===== config.mk =====
export PLATFORM = sky130hd
export DESIGN_NAME = compass_calibrate_and_heading
export DESIGN_NICKNAME = d
export VERILOG_FILES = /design/src/rtl/cch_pkg.sv /design/src/rtl/cch_cal.sv /design/src/rtl/cch_cordic.sv /design/src/rtl/compass_calibrate_and_heading.sv
export SDC_FILE = /design/constraint.sdc
export NUM_CORES = 2
export LEC_CHECK = 0
export ABC_AREA = 1
export ABC_CLOCK_PERIOD_IN_PS = 11300
export BUFFER_PORTS_ARGS = -buffer_cell sky130_fd_sc_hd__buf_2
export CORE_MARGIN = 2
export CORE_UTILIZATION = 32
export CTS_CLUSTER_SIZE = 20
export DETAILED_ROUTE_END_ITERATION = 16
export PLACE_DENSITY = 0.49
export SLEW_MARGIN = 40
export SYNTH_ARGS = -nofsm -noshare
export SYNTH_HDL_FRONTEND = slang
export SYNTH_SLANG_ARGS = --single-unit

===== constraint.sdc =====
create_clock -name clk -period 11.3 [get_ports clk]
set_input_delay 2.26 -clock clk [delete_from_list [all_inputs] [get_ports clk]]
set_output_delay 2.26 -clock clk [all_outputs]
set_load 0.02 [all_outputs]

===== src/rtl/cch_pkg.sv =====
// shared types, constants and the arctangent table of the compass block
`default_nettype none

package cch_pkg;

  // sample width and derived datapath widths
  localparam int AXIS_BITS  = 16;
  localparam int AW         = AXIS_BITS + 2;   // centred value and range operands
  localparam int PW         = 2 * AW;          // cross products
  localparam int CW         = PW + 2;          // vector with headroom for cordic gain
  localparam int ZW         = 40;              // angle in units of 1e-9 degree
  localparam int DEG_W      = 9;
  localparam int CFG_IDX_W  = 2;
  localparam int CFG_DATA_W = 16;

  // configuration register indexes
  localparam logic [CFG_IDX_W-1:0] CFG_MODE        = 2'd0;
  localparam logic [CFG_IDX_W-1:0] CFG_PLANE       = 2'd1;
  localparam logic [CFG_IDX_W-1:0] CFG_CAL_SAMPLES = 2'd2;

  // sensor status bit positions
  localparam int ST_NEW  = 0;
  localparam int ST_OVF  = 1;
  localparam int ST_SKIP = 2;

  // result codes
  localparam logic [2:0] RC_HEADING   = 3'd0;
  localparam logic [2:0] RC_OVERFLOW  = 3'd1;
  localparam logic [2:0] RC_SKIPPED   = 3'd2;
  localparam logic [2:0] RC_NO_DATA   = 3'd3;
  localparam logic [2:0] RC_GATHERED  = 3'd4;
  localparam logic [2:0] RC_CAL_DONE  = 3'd5;
  localparam logic [2:0] RC_CAL_IDLE  = 3'd6;
  localparam logic [2:0] RC_BAD_RANGE = 3'd7;

  // calibration run status
  localparam logic [1:0] CAL_RUNNING = 2'd0;
  localparam logic [1:0] CAL_DONE    = 2'd1;
  localparam logic [1:0] CAL_FAILED  = 2'd2;

  // reset values
  localparam logic signed [AXIS_BITS-1:0] EXT_LOW_RST  = {1'b0, {(AXIS_BITS-1){1'b1}}};
  localparam logic signed [AXIS_BITS-1:0] EXT_HIGH_RST = {1'b1, {(AXIS_BITS-1){1'b0}}};
  localparam logic [CFG_DATA_W-1:0]       CAL_SAMPLES_RST = 16'd500;

  // angle constants in 1e-9 degree
  localparam logic signed [ZW-1:0] DEG_UNIT = 40'sd1000000000;
  localparam logic signed [ZW-1:0] ANG_90   = 40'sd90000000000;
  localparam logic signed [ZW-1:0] ANG_180  = 40'sd180000000000;
  localparam logic signed [ZW-1:0] ANG_360  = 40'sd360000000000;

  // whole degrees: 1e9 is 2^9 * 5^9, so drop 9 bits, then multiply by
  // ceil(2^51 / 5^9) and keep the bits above 51; exact up to 360 degrees
  localparam int          DEG_SHIFT = 9;
  localparam int          RECIP_SH  = 51;
  localparam logic [30:0] DEG_RECIP = 31'd1152921505;

  typedef struct packed {
    logic [2:0]                  sensor_status;
    logic signed [AXIS_BITS-1:0] axis_x;
    logic signed [AXIS_BITS-1:0] axis_y;
    logic signed [AXIS_BITS-1:0] axis_z;
  } in_item_t;

  typedef struct packed {
    logic [2:0]                  result_code;
    logic [DEG_W-1:0]            heading_degrees;
    logic signed [AXIS_BITS-1:0] first_axis_min;
    logic signed [AXIS_BITS-1:0] first_axis_max;
    logic signed [AXIS_BITS-1:0] second_axis_min;
    logic signed [AXIS_BITS-1:0] second_axis_max;
  } out_item_t;

  // calibration extents
  typedef struct packed {
    logic signed [AXIS_BITS-1:0] first_low;
    logic signed [AXIS_BITS-1:0] first_high;
    logic signed [AXIS_BITS-1:0] second_low;
    logic signed [AXIS_BITS-1:0] second_high;
  } ext_t;

  // outcome of one reading
  typedef struct packed {
    logic [2:0] code;
    logic       heading_req;
  } cal_resp_t;

  // centred values and ranges for the heading cross products
  typedef struct packed {
    logic signed [AW-1:0] a_first;
    logic signed [AW-1:0] a_second;
    logic signed [AW-1:0] b_first;
    logic signed [AW-1:0] b_second;
  } hop_t;

  // rounded atan(2^-i) in 1e-9 degree
  function automatic logic signed [ZW-1:0] atan_lut(input logic [4:0] idx);
    logic signed [ZW-1:0] v;
    unique case (idx)
      5'd0:  v = 40'sd45000000000;
      5'd1:  v = 40'sd26565051177;
      5'd2:  v = 40'sd14036243468;
      5'd3:  v = 40'sd7125016349;
      5'd4:  v = 40'sd3576334375;
      5'd5:  v = 40'sd1789910608;
      5'd6:  v = 40'sd895173710;
      5'd7:  v = 40'sd447614171;
      5'd8:  v = 40'sd223810500;
      5'd9:  v = 40'sd111905677;
      5'd10: v = 40'sd55952892;
      5'd11: v = 40'sd27976453;
      5'd12: v = 40'sd13988227;
      5'd13: v = 40'sd6994114;
      5'd14: v = 40'sd3497057;
      5'd15: v = 40'sd1748528;
      5'd16: v = 40'sd874264;
      5'd17: v = 40'sd437132;
      5'd18: v = 40'sd218566;
      5'd19: v = 40'sd109283;
      5'd20: v = 40'sd54642;
      5'd21: v = 40'sd27321;
      5'd22: v = 40'sd13660;
      5'd23: v = 40'sd6830;
      5'd24: v = 40'sd3415;
      5'd25: v = 40'sd1708;
      5'd26: v = 40'sd854;
      5'd27: v = 40'sd427;
      5'd28: v = 40'sd213;
      5'd29: v = 40'sd107;
      5'd30: v = 40'sd53;
      5'd31: v = 40'sd27;
    endcase
    return v;
  endfunction

endpackage

`default_nettype wire


===== src/rtl/cch_cal.sv =====
// configuration registers, calibration extents and per-reading decision
`default_nettype none

module cch_cal (
  input  logic                             clk,
  input  logic                             rst_n,
  input  logic                             cfg_we,
  input  logic [cch_pkg::CFG_IDX_W-1:0]    cfg_index,
  input  logic [cch_pkg::CFG_DATA_W-1:0]   cfg_wdata,
  input  logic                             step,
  input  cch_pkg::in_item_t                item,
  output cch_pkg::cal_resp_t               resp,
  output cch_pkg::hop_t                    hop,
  output cch_pkg::ext_t                    ext
);

  import cch_pkg::*;

  logic                  mode_r, mode_nxt;
  logic                  plane_r, plane_nxt;
  logic [CFG_DATA_W-1:0] cal_samples_r, cal_samples_nxt;
  ext_t                  ext_r, ext_nxt;
  logic [CFG_DATA_W-1:0] samples_r, samples_nxt;
  logic [1:0]            status_r, status_nxt;

  logic signed [AXIS_BITS-1:0] v1, vy;
  logic signed [AW-1:0]        v1_e, vy_e, fl_e, fh_e, sl_e, sh_e;
  logic [CFG_DATA_W-1:0]       samples_inc;
  logic                        ovf, skip, fresh;

  assign v1    = plane_r ? item.axis_z : item.axis_x;
  assign vy    = item.axis_y;
  assign ovf   = item.sensor_status[ST_OVF];
  assign skip  = item.sensor_status[ST_SKIP];
  assign fresh = item.sensor_status[ST_NEW];

  // saturating sample count
  assign samples_inc = (samples_r != '1) ? samples_r + 1'b1 : samples_r;

  // centred values and ranges for the heading path
  assign v1_e = AW'(v1);
  assign vy_e = AW'(vy);
  assign fl_e = AW'(ext_r.first_low);
  assign fh_e = AW'(ext_r.first_high);
  assign sl_e = AW'(ext_r.second_low);
  assign sh_e = AW'(ext_r.second_high);

  assign hop.a_first  = (v1_e <<< 1) - fh_e - fl_e;
  assign hop.a_second = (vy_e <<< 1) - sh_e - sl_e;
  assign hop.b_first  = fh_e - fl_e;
  assign hop.b_second = sh_e - sl_e;

  assign ext = ext_r;

  // next state from a config write or a reading
  always_comb begin
    mode_nxt         = mode_r;
    plane_nxt        = plane_r;
    cal_samples_nxt  = cal_samples_r;
    ext_nxt          = ext_r;
    samples_nxt      = samples_r;
    status_nxt       = status_r;
    resp.code        = RC_NO_DATA;
    resp.heading_req = 1'b0;

    if (mode_r) begin
      if (status_r != CAL_RUNNING) begin
        resp.code = RC_CAL_IDLE;
      end else if (ovf) begin
        status_nxt = CAL_FAILED;
        resp.code  = RC_CAL_IDLE;
      end else if (skip) begin
        resp.code = RC_SKIPPED;
      end else if (fresh) begin
        if (v1 < ext_r.first_low)   ext_nxt.first_low   = v1;
        if (v1 > ext_r.first_high)  ext_nxt.first_high  = v1;
        if (vy < ext_r.second_low)  ext_nxt.second_low  = vy;
        if (vy > ext_r.second_high) ext_nxt.second_high = vy;
        samples_nxt = samples_inc;
        if (samples_inc >= cal_samples_r) begin
          status_nxt = CAL_DONE;
          resp.code  = RC_CAL_DONE;
        end else begin
          resp.code = RC_GATHERED;
        end
      end else begin
        resp.code = RC_NO_DATA;
      end
    end else begin
      if (ovf) begin
        resp.code = RC_OVERFLOW;
      end else if (skip) begin
        resp.code = RC_SKIPPED;
      end else if (!fresh) begin
        resp.code = RC_NO_DATA;
      end else if (ext_r.first_high <= ext_r.first_low ||
                   ext_r.second_high <= ext_r.second_low) begin
        resp.code = RC_BAD_RANGE;
      end else begin
        resp.code        = RC_HEADING;
        resp.heading_req = 1'b1;
      end
    end

    // a reading only commits its changes when accepted
    if (!step) begin
      ext_nxt     = ext_r;
      samples_nxt = samples_r;
      status_nxt  = status_r;
    end

    if (cfg_we) begin
      ext_nxt     = ext_r;
      samples_nxt = samples_r;
      status_nxt  = status_r;
      unique case (cfg_index)
        CFG_MODE: begin
          mode_nxt    = cfg_wdata[0];
          samples_nxt = '0;
          if (cfg_wdata[0]) begin
            ext_nxt.first_low   = EXT_LOW_RST;
            ext_nxt.first_high  = EXT_HIGH_RST;
            ext_nxt.second_low  = EXT_LOW_RST;
            ext_nxt.second_high = EXT_HIGH_RST;
            status_nxt          = CAL_RUNNING;
          end
        end
        CFG_PLANE:       plane_nxt       = cfg_wdata[0];
        CFG_CAL_SAMPLES: cal_samples_nxt = cfg_wdata;
        default: ;
      endcase
    end
  end

  // state registers
  always_ff @(posedge clk) begin
    if (!rst_n) begin
      mode_r             <= 1'b0;
      plane_r            <= 1'b0;
      cal_samples_r      <= CAL_SAMPLES_RST;
      ext_r.first_low    <= EXT_LOW_RST;
      ext_r.first_high   <= EXT_HIGH_RST;
      ext_r.second_low   <= EXT_LOW_RST;
      ext_r.second_high  <= EXT_HIGH_RST;
      samples_r          <= '0;
      status_r           <= CAL_RUNNING;
    end else begin
      mode_r        <= mode_nxt;
      plane_r       <= plane_nxt;
      cal_samples_r <= cal_samples_nxt;
      ext_r         <= ext_nxt;
      samples_r     <= samples_nxt;
      status_r      <= status_nxt;
    end
  end

endmodule

`default_nettype wire


===== src/rtl/cch_cordic.sv =====
// iterative cordic vectoring unit with truncating conversion to whole degrees
`default_nettype none

module cch_cordic #(
  parameter int ANGLE_STEPS = 20
) (
  input  logic                              clk,
  input  logic                              rst_n,
  input  logic                              start,
  input  logic signed [cch_pkg::PW-1:0]     x_in,
  input  logic signed [cch_pkg::PW-1:0]     y_in,
  output logic                              done,
  output logic [cch_pkg::DEG_W-1:0]         deg
);

  import cch_pkg::*;

  localparam int STEP_W = $clog2(ANGLE_STEPS);
  localparam logic [STEP_W-1:0] LAST_STEP = STEP_W'(ANGLE_STEPS - 1);
  localparam int NW = ZW - 1 - DEG_SHIFT;
  localparam int QW = NW + $bits(DEG_RECIP);

  localparam logic [1:0] C_IDLE = 2'd0;
  localparam logic [1:0] C_ITER = 2'd1;
  localparam logic [1:0] C_FOLD = 2'd2;
  localparam logic [1:0] C_DIV  = 2'd3;

  logic [1:0]              state_r, state_nxt;
  logic signed [CW-1:0]    x_r, x_nxt, y_r, y_nxt;
  logic signed [ZW-1:0]    z_r, z_nxt;
  logic [STEP_W-1:0]       i_r, i_nxt;
  logic [DEG_W-1:0]        q_r, q_nxt;
  logic                    done_r, done_nxt;

  logic signed [CW-1:0]    x_e, y_e, dx, dy;
  logic signed [ZW-1:0]    ang;
  logic                    y_pos;
  logic [QW-1:0]           qprod;

  assign x_e   = CW'(x_in);
  assign y_e   = CW'(y_in);
  assign dx    = y_r >>> i_r;
  assign dy    = x_r >>> i_r;
  assign ang   = atan_lut(5'(i_r));
  assign y_pos = !y_r[CW-1] && (y_r != '0);
  // folded angle is positive, so its low bits above the shift are the value
  assign qprod = QW'(z_r[ZW-2:DEG_SHIFT]) * QW'(DEG_RECIP);

  assign done = done_r;
  assign deg  = q_r;

  // sequencer
  always_comb begin
    state_nxt = state_r;
    x_nxt     = x_r;
    y_nxt     = y_r;
    z_nxt     = z_r;
    i_nxt     = i_r;
    q_nxt     = q_r;
    done_nxt  = 1'b0;
    unique case (state_r)
      C_IDLE: begin
        if (start) begin
          x_nxt = x_e;
          y_nxt = y_e;
          i_nxt = '0;
          q_nxt = '0;
          // exact axes skip the iteration
          if (y_in == '0) begin
            z_nxt     = x_in[PW-1] ? ANG_180 : '0;
            state_nxt = C_FOLD;
          end else if (x_in == '0) begin
            z_nxt     = y_in[PW-1] ? -ANG_90 : ANG_90;
            state_nxt = C_FOLD;
          end else if (x_in[PW-1]) begin
            // left half plane: rotate by half a turn first
            x_nxt     = -x_e;
            y_nxt     = -y_e;
            z_nxt     = ANG_180;
            state_nxt = C_ITER;
          end else begin
            z_nxt     = '0;
            state_nxt = C_ITER;
          end
        end
      end
      C_ITER: begin
        if (y_pos) begin
          x_nxt = x_r + dx;
          y_nxt = y_r - dy;
          z_nxt = z_r + ang;
        end else begin
          x_nxt = x_r - dx;
          y_nxt = y_r + dy;
          z_nxt = z_r - ang;
        end
        if (i_r == LAST_STEP) begin
          state_nxt = C_FOLD;
        end else begin
          i_nxt = i_r + 1'b1;
        end
      end
      C_FOLD: begin
        // angle stays within (-180,280) degrees, so one wrap into (0,360]
        if (z_r[ZW-1] || z_r == '0) begin
          z_nxt = z_r + ANG_360;
        end
        state_nxt = C_DIV;
      end
      C_DIV: begin
        // whole degrees by reciprocal multiplication
        q_nxt     = qprod[RECIP_SH +: DEG_W];
        done_nxt  = 1'b1;
        state_nxt = C_IDLE;
      end
      default: state_nxt = C_IDLE;
    endcase
  end

  // control registers
  always_ff @(posedge clk) begin
    if (!rst_n) begin
      state_r <= C_IDLE;
      done_r  <= 1'b0;
    end else begin
      state_r <= state_nxt;
      done_r  <= done_nxt;
    end
  end

  // datapath registers
  always_ff @(posedge clk) begin
    x_r <= x_nxt;
    y_r <= y_nxt;
    z_r <= z_nxt;
    i_r <= i_nxt;
    q_r <= q_nxt;
  end

endmodule

`default_nettype wire


===== src/rtl/compass_calibrate_and_heading.sv =====
// top level: item sequencer, shared cross-product multiplier and result register
// A heading passes from acceptance through the two multiplier states, the cordic loop,
// fold and divide to out_valid; exact axes skip the cordic loop.
// Every other result code goes from acceptance straight to the output state, then to out_valid.
// The block takes one item at a time; in_ready is high only between items and waits while
// a result is held.
// Reset (rst_n, synchronous): mode 0, plane 0, cal_samples 500, extents empty,
// calibration running, no result pending.
`default_nettype none

module compass_calibrate_and_heading #(
  parameter int ANGLE_STEPS = 20
) (
  input  logic                            clk,
  input  logic                            rst_n,
  input  logic                            in_valid,
  output logic                            in_ready,
  input  cch_pkg::in_item_t               in_data,
  output logic                            out_valid,
  input  logic                            out_ready,
  output cch_pkg::out_item_t              out_data,
  input  logic                            cfg_we,
  input  logic [cch_pkg::CFG_IDX_W-1:0]   cfg_index,
  input  logic [cch_pkg::CFG_DATA_W-1:0]  cfg_wdata
);

  import cch_pkg::*;

  localparam logic [2:0] S_IDLE  = 3'd0;
  localparam logic [2:0] S_MUL1  = 3'd1;
  localparam logic [2:0] S_MUL2  = 3'd2;
  localparam logic [2:0] S_START = 3'd3;
  localparam logic [2:0] S_WAIT  = 3'd4;
  localparam logic [2:0] S_OUT   = 3'd5;

  logic [2:0]           state_r, state_nxt;
  hop_t                 hop_r, hop_nxt;
  logic [2:0]           code_r, code_nxt;
  logic [DEG_W-1:0]     deg_r, deg_nxt;
  logic signed [PW-1:0] p1_r, p1_nxt, p2_r, p2_nxt;
  logic                 out_valid_r, out_valid_nxt;
  out_item_t            out_data_r, out_data_nxt;

  logic                 accept, load_out, cor_start, cor_done;
  logic [DEG_W-1:0]     cor_deg;
  cal_resp_t            resp;
  hop_t                 hop;
  ext_t                 ext;
  logic signed [AW-1:0] mul_a, mul_b;
  logic signed [PW-1:0] prod;

  assign in_ready  = (state_r == S_IDLE);
  assign accept    = in_valid && in_ready;
  assign cor_start = (state_r == S_START);
  assign load_out  = (state_r == S_OUT) && (!out_valid_r || out_ready);
  assign out_valid = out_valid_r;
  assign out_data  = out_data_r;

  // calibration state and decision
  cch_cal u_cal (
    .clk       (clk),
    .rst_n     (rst_n),
    .cfg_we    (cfg_we),
    .cfg_index (cfg_index),
    .cfg_wdata (cfg_wdata),
    .step      (accept),
    .item      (in_data),
    .resp      (resp),
    .hop       (hop),
    .ext       (ext)
  );

  // shared multiplier: first cross product, then second
  assign mul_a = (state_r == S_MUL2) ? hop_r.a_second : hop_r.a_first;
  assign mul_b = (state_r == S_MUL2) ? hop_r.b_first  : hop_r.b_second;
  assign prod  = mul_a * mul_b;

  // angle unit
  cch_cordic #(
    .ANGLE_STEPS (ANGLE_STEPS)
  ) u_cordic (
    .clk   (clk),
    .rst_n (rst_n),
    .start (cor_start),
    .x_in  (p1_r),
    .y_in  (p2_r),
    .done  (cor_done),
    .deg   (cor_deg)
  );

  // item sequencer
  always_comb begin
    state_nxt = state_r;
    hop_nxt   = hop_r;
    code_nxt  = code_r;
    deg_nxt   = deg_r;
    p1_nxt    = p1_r;
    p2_nxt    = p2_r;
    unique case (state_r)
      S_IDLE: begin
        if (accept) begin
          hop_nxt   = hop;
          code_nxt  = resp.code;
          deg_nxt   = '0;
          state_nxt = resp.heading_req ? S_MUL1 : S_OUT;
        end
      end
      S_MUL1: begin
        p1_nxt    = prod;
        state_nxt = S_MUL2;
      end
      S_MUL2: begin
        p2_nxt    = prod;
        state_nxt = S_START;
      end
      S_START: state_nxt = S_WAIT;
      S_WAIT: begin
        if (cor_done) begin
          deg_nxt   = cor_deg;
          state_nxt = S_OUT;
        end
      end
      S_OUT: begin
        if (load_out) state_nxt = S_IDLE;
      end
      default: state_nxt = S_IDLE;
    endcase
  end

  // result register
  always_comb begin
    out_valid_nxt = out_valid_r;
    out_data_nxt  = out_data_r;
    if (load_out) begin
      out_valid_nxt                = 1'b1;
      out_data_nxt.result_code     = code_r;
      out_data_nxt.heading_degrees = deg_r;
      out_data_nxt.first_axis_min  = ext.first_low;
      out_data_nxt.first_axis_max  = ext.first_high;
      out_data_nxt.second_axis_min = ext.second_low;
      out_data_nxt.second_axis_max = ext.second_high;
    end else if (out_ready) begin
      out_valid_nxt = 1'b0;
    end
  end

  // control registers
  always_ff @(posedge clk) begin
    if (!rst_n) begin
      state_r     <= S_IDLE;
      out_valid_r <= 1'b0;
    end else begin
      state_r     <= state_nxt;
      out_valid_r <= out_valid_nxt;
    end
  end

  // payload registers
  always_ff @(posedge clk) begin
    hop_r      <= hop_nxt;
    code_r     <= code_nxt;
    deg_r      <= deg_nxt;
    p1_r       <= p1_nxt;
    p2_r       <= p2_nxt;
    out_data_r <= out_data_nxt;
  end

endmodule

`default_nettype wire


Word level (Yosys, flattened, before mapping)
Memory sizes are Yosys's and may differ from the RTL's. A register that Yosys moved wholly into a read port is not among the register bits.
Cells that the tools add are included.
{"block": "totals", "ff_bits": 469, "mem_bits_ro": 1152, "out_inout_bits": 78, "elab_cells": 225, "n_memories": 1}
{"block": "classes", "n_addsub": 17, "n_mul": 2, "order_cmp": 7, "eq_ne": 25, "shift": 2, "mux": 92, "n_reduce_logical": 47}
{"name": "(no name shown)", "depth": 32, "word_bits": 36, "read_ports": 1, "rd_clocked_by_memory_dff": 1, "wr": 0, "line": "cch_pkg.sv:99", "rtl": "unique case (idx)"}
{"cell": "64-bit two-way mux", "count": 9}
{"cell": "38-bit two-way mux", "count": 11}
{"cell": "40-bit two-way mux", "count": 6}
{"cell": "16-bit two-way mux", "count": 14}
{"cell": "38-bit case mux with 2 select lines", "count": 2}
{"cell": "40-bit case mux with 3 select lines", "count": 1}
{"cell": "38-bit adder", "count": 2}
{"cell": "36-bit negation with 38-bit output", "count": 2}
{"cell": "38-bit by 5-bit >>> shifter with 38-bit output", "count": 2}
{"cell": "38-bit subtractor", "count": 2}
{"cell": "36-bit logical NOT", "count": 2}
{"cell": "30-bit by 31-bit multiplier with 60-bit output (second input constant)", "count": 1}
{"cell": "40-bit adder", "count": 1}
{"cell": "40-bit adder (second input constant)", "count": 1}
{"cell": "40-bit logical NOT", "count": 1}
{"cell": "40-bit subtractor", "count": 1}
{"cell": "3-bit two-way mux", "count": 13}
{"cell": "38-bit nonzero test", "count": 1}
{"cell": "18-bit by 18-bit multiplier with 36-bit output", "count": 1}
{"cell": "18-bit two-way mux", "count": 2}
{"cell": "9-bit case mux with 2 select lines", "count": 2}
{"cell": "9-bit AND reduction", "count": 4}
{"cell": "17-bit by 16-bit subtractor with 18-bit output", "count": 2}
{"cell": "18-bit by 16-bit subtractor with 18-bit output", "count": 2}
{"cell": "35 further kinds", "count": 107}

Logic depth before layout (Yosys ltp)
{"block": "logic_depth", "depth_word": 11, "depth_mapped": 38, "depth_no_buf": 37}

By module
From an unflattened synthesis, not the netlist that was laid out.
{"block": "hier_totals", "hier_cells": 9068, "hier_area_um2": 68943.6}
{"mod": "cch_cordic", "instances": 1, "cells_per_inst": 5471, "area_each_um2": 37432.2, "seq_area_each_um2": 4684.5}
{"mod": "compass_calibrate_and_heading", "instances": 1, "cells_per_inst": 2029, "area_each_um2": 20607.3, "seq_area_each_um2": 7046.8}
{"mod": "cch_cal", "instances": 1, "cells_per_inst": 1568, "area_each_um2": 10904.2, "seq_area_each_um2": 2001.9}

Least setup slack after synthesis
OpenSTA, ideal clock, no wires.
{"block": "synth_timing", "kind": "reg2reg", "from": "reg state_r[2]", "to": "reg p1_r[29], data pin", "setup_ns": 0.263, "arrival_ns": 7.958, "required_ns": 11.037, "path_slack_ns": 3.079, "path_stages_with_launch": 30, "n_path_buf": 4, "period_less_slack_ns": 8.221, "path_cell_list": "dfxtp_1 buf_2 nor3_2 inv_1 clkbuf_1 clkbuf_1 o21ai_0 clkbuf_1 nand2_1 fa_1 fa_1 inv_1 ha_1 inv_1 fa_1 fa_1 fa_1 inv_1 ha_1 a21oi_1 o21ai_0 nor2_1 o21ai_1 a21boi_0 o21ai_1 a21oi_1 o21ai_1 nand2_1 nand2_1 xor2_1"}
{"block": "synth_between", "elab_chain_cells": 3, "word_cells_on_any_way": 4}
{"element": "start, declared", "line": "compass_calibrate_and_heading.sv:36", "rtl": "logic [2:0] state_r, state_nxt;"}
{"element": "start signal, assigned", "line": "compass_calibrate_and_heading.sv:153", "rtl": "state_r <= state_nxt;"}
{"element": "3-bit by 2-bit equality test with 1-bit output *", "line": "compass_calibrate_and_heading.sv:74, compass_calibrate_and_heading.sv:75"}
{"element": "18-bit two-way mux (on tied branches)", "line": "compass_calibrate_and_heading.sv:74, compass_calibrate_and_heading.sv:75"}
{"element": "18-bit by 18-bit multiplier with 36-bit output *", "line": "compass_calibrate_and_heading.sv:76", "rtl": "assign prod = mul_a * mul_b;"}
{"element": "net prod[29]", "line": "compass_calibrate_and_heading.sv:50", "rtl": "logic signed [PW-1:0] prod;"}
{"element": "end signal, assigned", "line": "compass_calibrate_and_heading.sv:163", "rtl": "p1_r <= p1_nxt;"}
{"element": "end, declared", "line": "compass_calibrate_and_heading.sv:40", "rtl": "logic signed [PW-1:0] p1_r, p1_nxt, p2_r, p2_nxt;"}
The timed path passes the listed nets; every way through them passes the cells marked *.
A chain may end at the register's enable or synchronous reset.

Final worst setup path
{"block": "layout_timing", "from": "reg state_r[2]", "to": "reg p2_r[29], data pin"}
{"block": "layout_between", "elab_chain_cells": 3, "word_cells_on_any_way": 4}
{"element": "3-bit by 2-bit equality test with 1-bit output *", "line": "compass_calibrate_and_heading.sv:74, compass_calibrate_and_heading.sv:75"}
{"element": "18-bit two-way mux (on tied branches)", "line": "compass_calibrate_and_heading.sv:74, compass_calibrate_and_heading.sv:75"}
{"element": "18-bit by 18-bit multiplier with 36-bit output *", "line": "compass_calibrate_and_heading.sv:76"}
{"element": "net prod[29]", "line": "compass_calibrate_and_heading.sv:50"}
{"element": "end signal, assigned", "line": "compass_calibrate_and_heading.sv:164", "rtl": "p2_r <= p2_nxt;"}
{"element": "end, declared", "line": "compass_calibrate_and_heading.sv:40"}
Marked as above.

==> reports/qor.csv <==
stage,metric,value,unit
run_status,status,"complete, no violations",
critical_path,required,11.74,ns
timing,max_freq,118,MHz
routing,detail-route-antenna-nets,0,
global_routing,gr-total-overflow,0,
critical_path,path_delay_family,adder cells,
flow_run,max_cap_viol_count,0,
placed_design,routabilityCongestion,0.966,
routing,wl_per_cell,20.7,um
finish,nets,10300,
synthesis,synth_xor_area_share,3.62,%
synthesis,syn_nets,10200,
synthesis,synth_top_family_by_area,adder cells,
routing,drt_iter0_markers,4631,
routing,num_vias,59400,
timing,setup_tns,0,ns
floorplanning,start_util,32.1,%
timing,rsz0062_at_grt,false,
cts,cts_tree,built,
critical_path,r2r_cells,29,
synthesis,yosys.area_share.simple,21.4,%
critical_path,r2r-end,p2_r[29]$_DFFE_PP_,
synthesis,ys_seq_elements,502,
finish,final_util,35.2,%
finish,final-seq-area,13600,um2
synthesis,synthArstFlopShare,0,%
critical_path,worstSetupPathType,flop to flop,
floorplanning,die_w,462,um
finish,area_growth,9.40,%
critical_path,critPathMaxStageDelay,0.62,ns
timing,finalCriticalPeriod,8.44,ns
floorplanning,coreArea,209000,um2
timing,finalSetupViolations,0,
synthesis,syn_area,67200,um2
routing,via_per_inst,5.08,
synthesis,synth-seq-area-share,20.3,%
global_routing,antenna_found_initial,9,
critical_path,critPathBufInv,8,
synthesis,synth_cell_types,67,
timing,finalClockSkew,0.0365,ns
synthesis,synth_compound_area_share,11.1,%
worst_hold_path,min_to,out_data[74]$_DFFE_PP_,
floorplanning,die_h,462,um
synthesis,synth_adder_area_share,33.4,%
finish,fill_cells,22300,
timing,slew_violations,0,
worst_hold_path,hold_path.class,flop to flop,
timing,max-slew-margin-rel,41.7,%
routing,routed_wl,241,mm
cts,htreeDepth,3,
cts,cts_root_buf,clkbuf_16,
routing,first_pass_iters,6,
global_routing,grt_pass1_vias,58900,
critical_path,rr_startpoint,state_r[2]$_SDFFE_PN0P_,
finish,multi_input_area,46800,um2
floorplanning,die-area,214000,um2
cts,post_cts_resized,0,
finish,fin_area,73500,um2
cts,cts_made_buffers,67,
placed_design,port_buffers,151,
global_routing,grt_max_degree,86,
synthesis,avgSynthCellArea,7.70,um2
worst_hold_path,hp-start,code_r[1]$_DFFE_PP_,
cts,postCtsHoldBufs,0,
cts,numClockSinks,502,
global_routing,grt.total_usage,22.3,%
cts,cts_setup_buffers,0,
synthesis,synth_edf_count,359,
critical_path,arrival,8.88,ns
global_routing,grt_pass1_wl,367,mm
timing,tightest_slew,0.875,ns
timing,hold_viol,0,
critical_path,path_max_fanout,48,
synthesis,synthFlopType,edfxtp_1,
critical_path,cpMaxStageDelayCell,a21boi_0,
placed_design,placed_cell_area,71200,um2
critical_path,cp-start-kind,flop,
critical_path,end_kind,flop,
critical_path,crit_cells,29,
placed_design,hpwl,201,mm
cts,clk_latency,0.72,ns
floorplanning,rows,168,
finish,drive_above_1_share,5.39,%
floorplanning,ioPinCount,152,
worst_hold_path,whs_path_depth,0,
critical_path,rrSetupSlack,2.86,ns
cts,cts_buffer_depth,3,
synthesis,synthCells,8729,
timing,fin_crit_sh,74.7,%
routing,drc,0,
cts,clkSlewWorstSetupHoldPaths,0.07,ns
synthesis,yosys-mux-area-fraction,0,%
synthesis,yosys_warnings,0,
==> state kept, by name (all words and copies together), names as in the netlist, 16 cells and up <==
name,flops
u_cal.ext,64
hop_r,69
p1_r,36
u_cal.samples_r,16
u_cordic.y_r,38
u_cordic.x_r,38
p2_r,36
u_cal.cal_samples_r,16
u_cordic.z_r,40
out_data,76
u_cordic.ang,36
==> cells by family (layout without fill, tap and decap cells) <==
kind of cell,after synthesis,after routing
AOI/OAI and AO/OA,1335,1335
adders and majority gates,1410,1410
other,0,5
buffers and inverters,1769,1919
and+or+nand+nor,3435,3435
xor gates and xnor gates,278,278
DFF,502,502
==> per-layer routing <==
layer  share of wire (%)  vias up  track usage [%]
met5                   0        -                0
li1                    -    28400                -
met4                 3.1        0             6.58
met2                  45     1761             35.7
met3                 5.5      280             2.98
met1                  46    28900             31.1
==> cell type report <==
cell class	instances	area share, %
flip-flops and latches	502	18.6
clock buffers	77	2.34
inverters	1554	7.93
repair buffers	242	2.03
clock inverters	46	0.704
diodes	5	0.0170
well taps	2805	4.77
multi-input cells	6458	63.6
==> worst max-delay path by stage <==
stage	from	to	slack, ns
after global routing	state_r[2]$_SDFFE_PN0P_	p2_r[29]$_DFFE_PP_	2.41
after floorplan	state_r[2]$_SDFFE_PN0P_	p1_r[29]$_DFFE_PP_	3.08
final	state_r[2]$_SDFFE_PN0P_	p2_r[29]$_DFFE_PP_	2.86
after detailed placement	state_r[2]$_SDFFE_PN0P_	p1_r[29]$_DFFE_PP_	2.96
after CTS	state_r[2]$_SDFFE_PN0P_	p2_r[29]$_DFFE_PP_	2.92
after global placement	state_r[2]$_SDFFE_PN0P_	p1_r[29]$_DFFE_PP_	3.08
==> Yosys cell counts, types with 14 or more instances <==
cell	count	area, um2
a21oi_1	511	2560
xor2_1	191	1670
inv_2	26	97.6
inv_1	1521	5710
nor2_2	14	87.6
nor3_1	123	616
buf_4	14	105
a31oi_1	75	469
clkbuf_1	110	413
xnor2_1	87	762
dfxtp_1	143	2860
o21a_1	35	263
buf_6	14	158
o21bai_1	31	233
a21o_1	19	143
nand2_2	14	87.6
ha_1	768	9610
nand4_1	86	538
nand2_1	1746	6550
nor4_1	30	188
edfxtp_1	359	10800
o21ai_1	43	215
buf_2	56	280
or2_2	23	144
nand3_1	559	2800
o21ai_0	474	2370
o221ai_1	16	140
nor2_1	798	3000
o31ai_1	18	135
fa_1	642	12900
o211ai_1	38	285
buf_1	21	78.8
==> stage by stage <==
stage / std cells / hold slack (ns) / setup slack (ns)
detailed placement: 11600 / 0.405 / 2.96
finish: 11700 / 0.422 / 2.86
global route: 11700 / 0.429 / 2.41
CTS: 11700 / 0.421 / 2.92
floorplan: 8729 / 0.400 / 3.08
global placement: 11600 / 0.411 / 3.08
==> layout by cell type, fill, tap and decap left out, types with 191 or more instances in the layout <==
cell type / Yosys / layout
edfxtp_1: 359 / 359
ha_1: 768 / 767
o21ai_0: 474 / 453
nand2_1: 1746 / 1744
nand3_1: 559 / 559
nor2_1: 798 / 795
xor2_1: 191 / 191
fa_1: 642 / 642
a21oi_1: 511 / 510
inv_1: 1521 / 1520
Power is not shown: default switching activity piles up to over one toggle a cycle in this logic, so the estimate is an artifact.
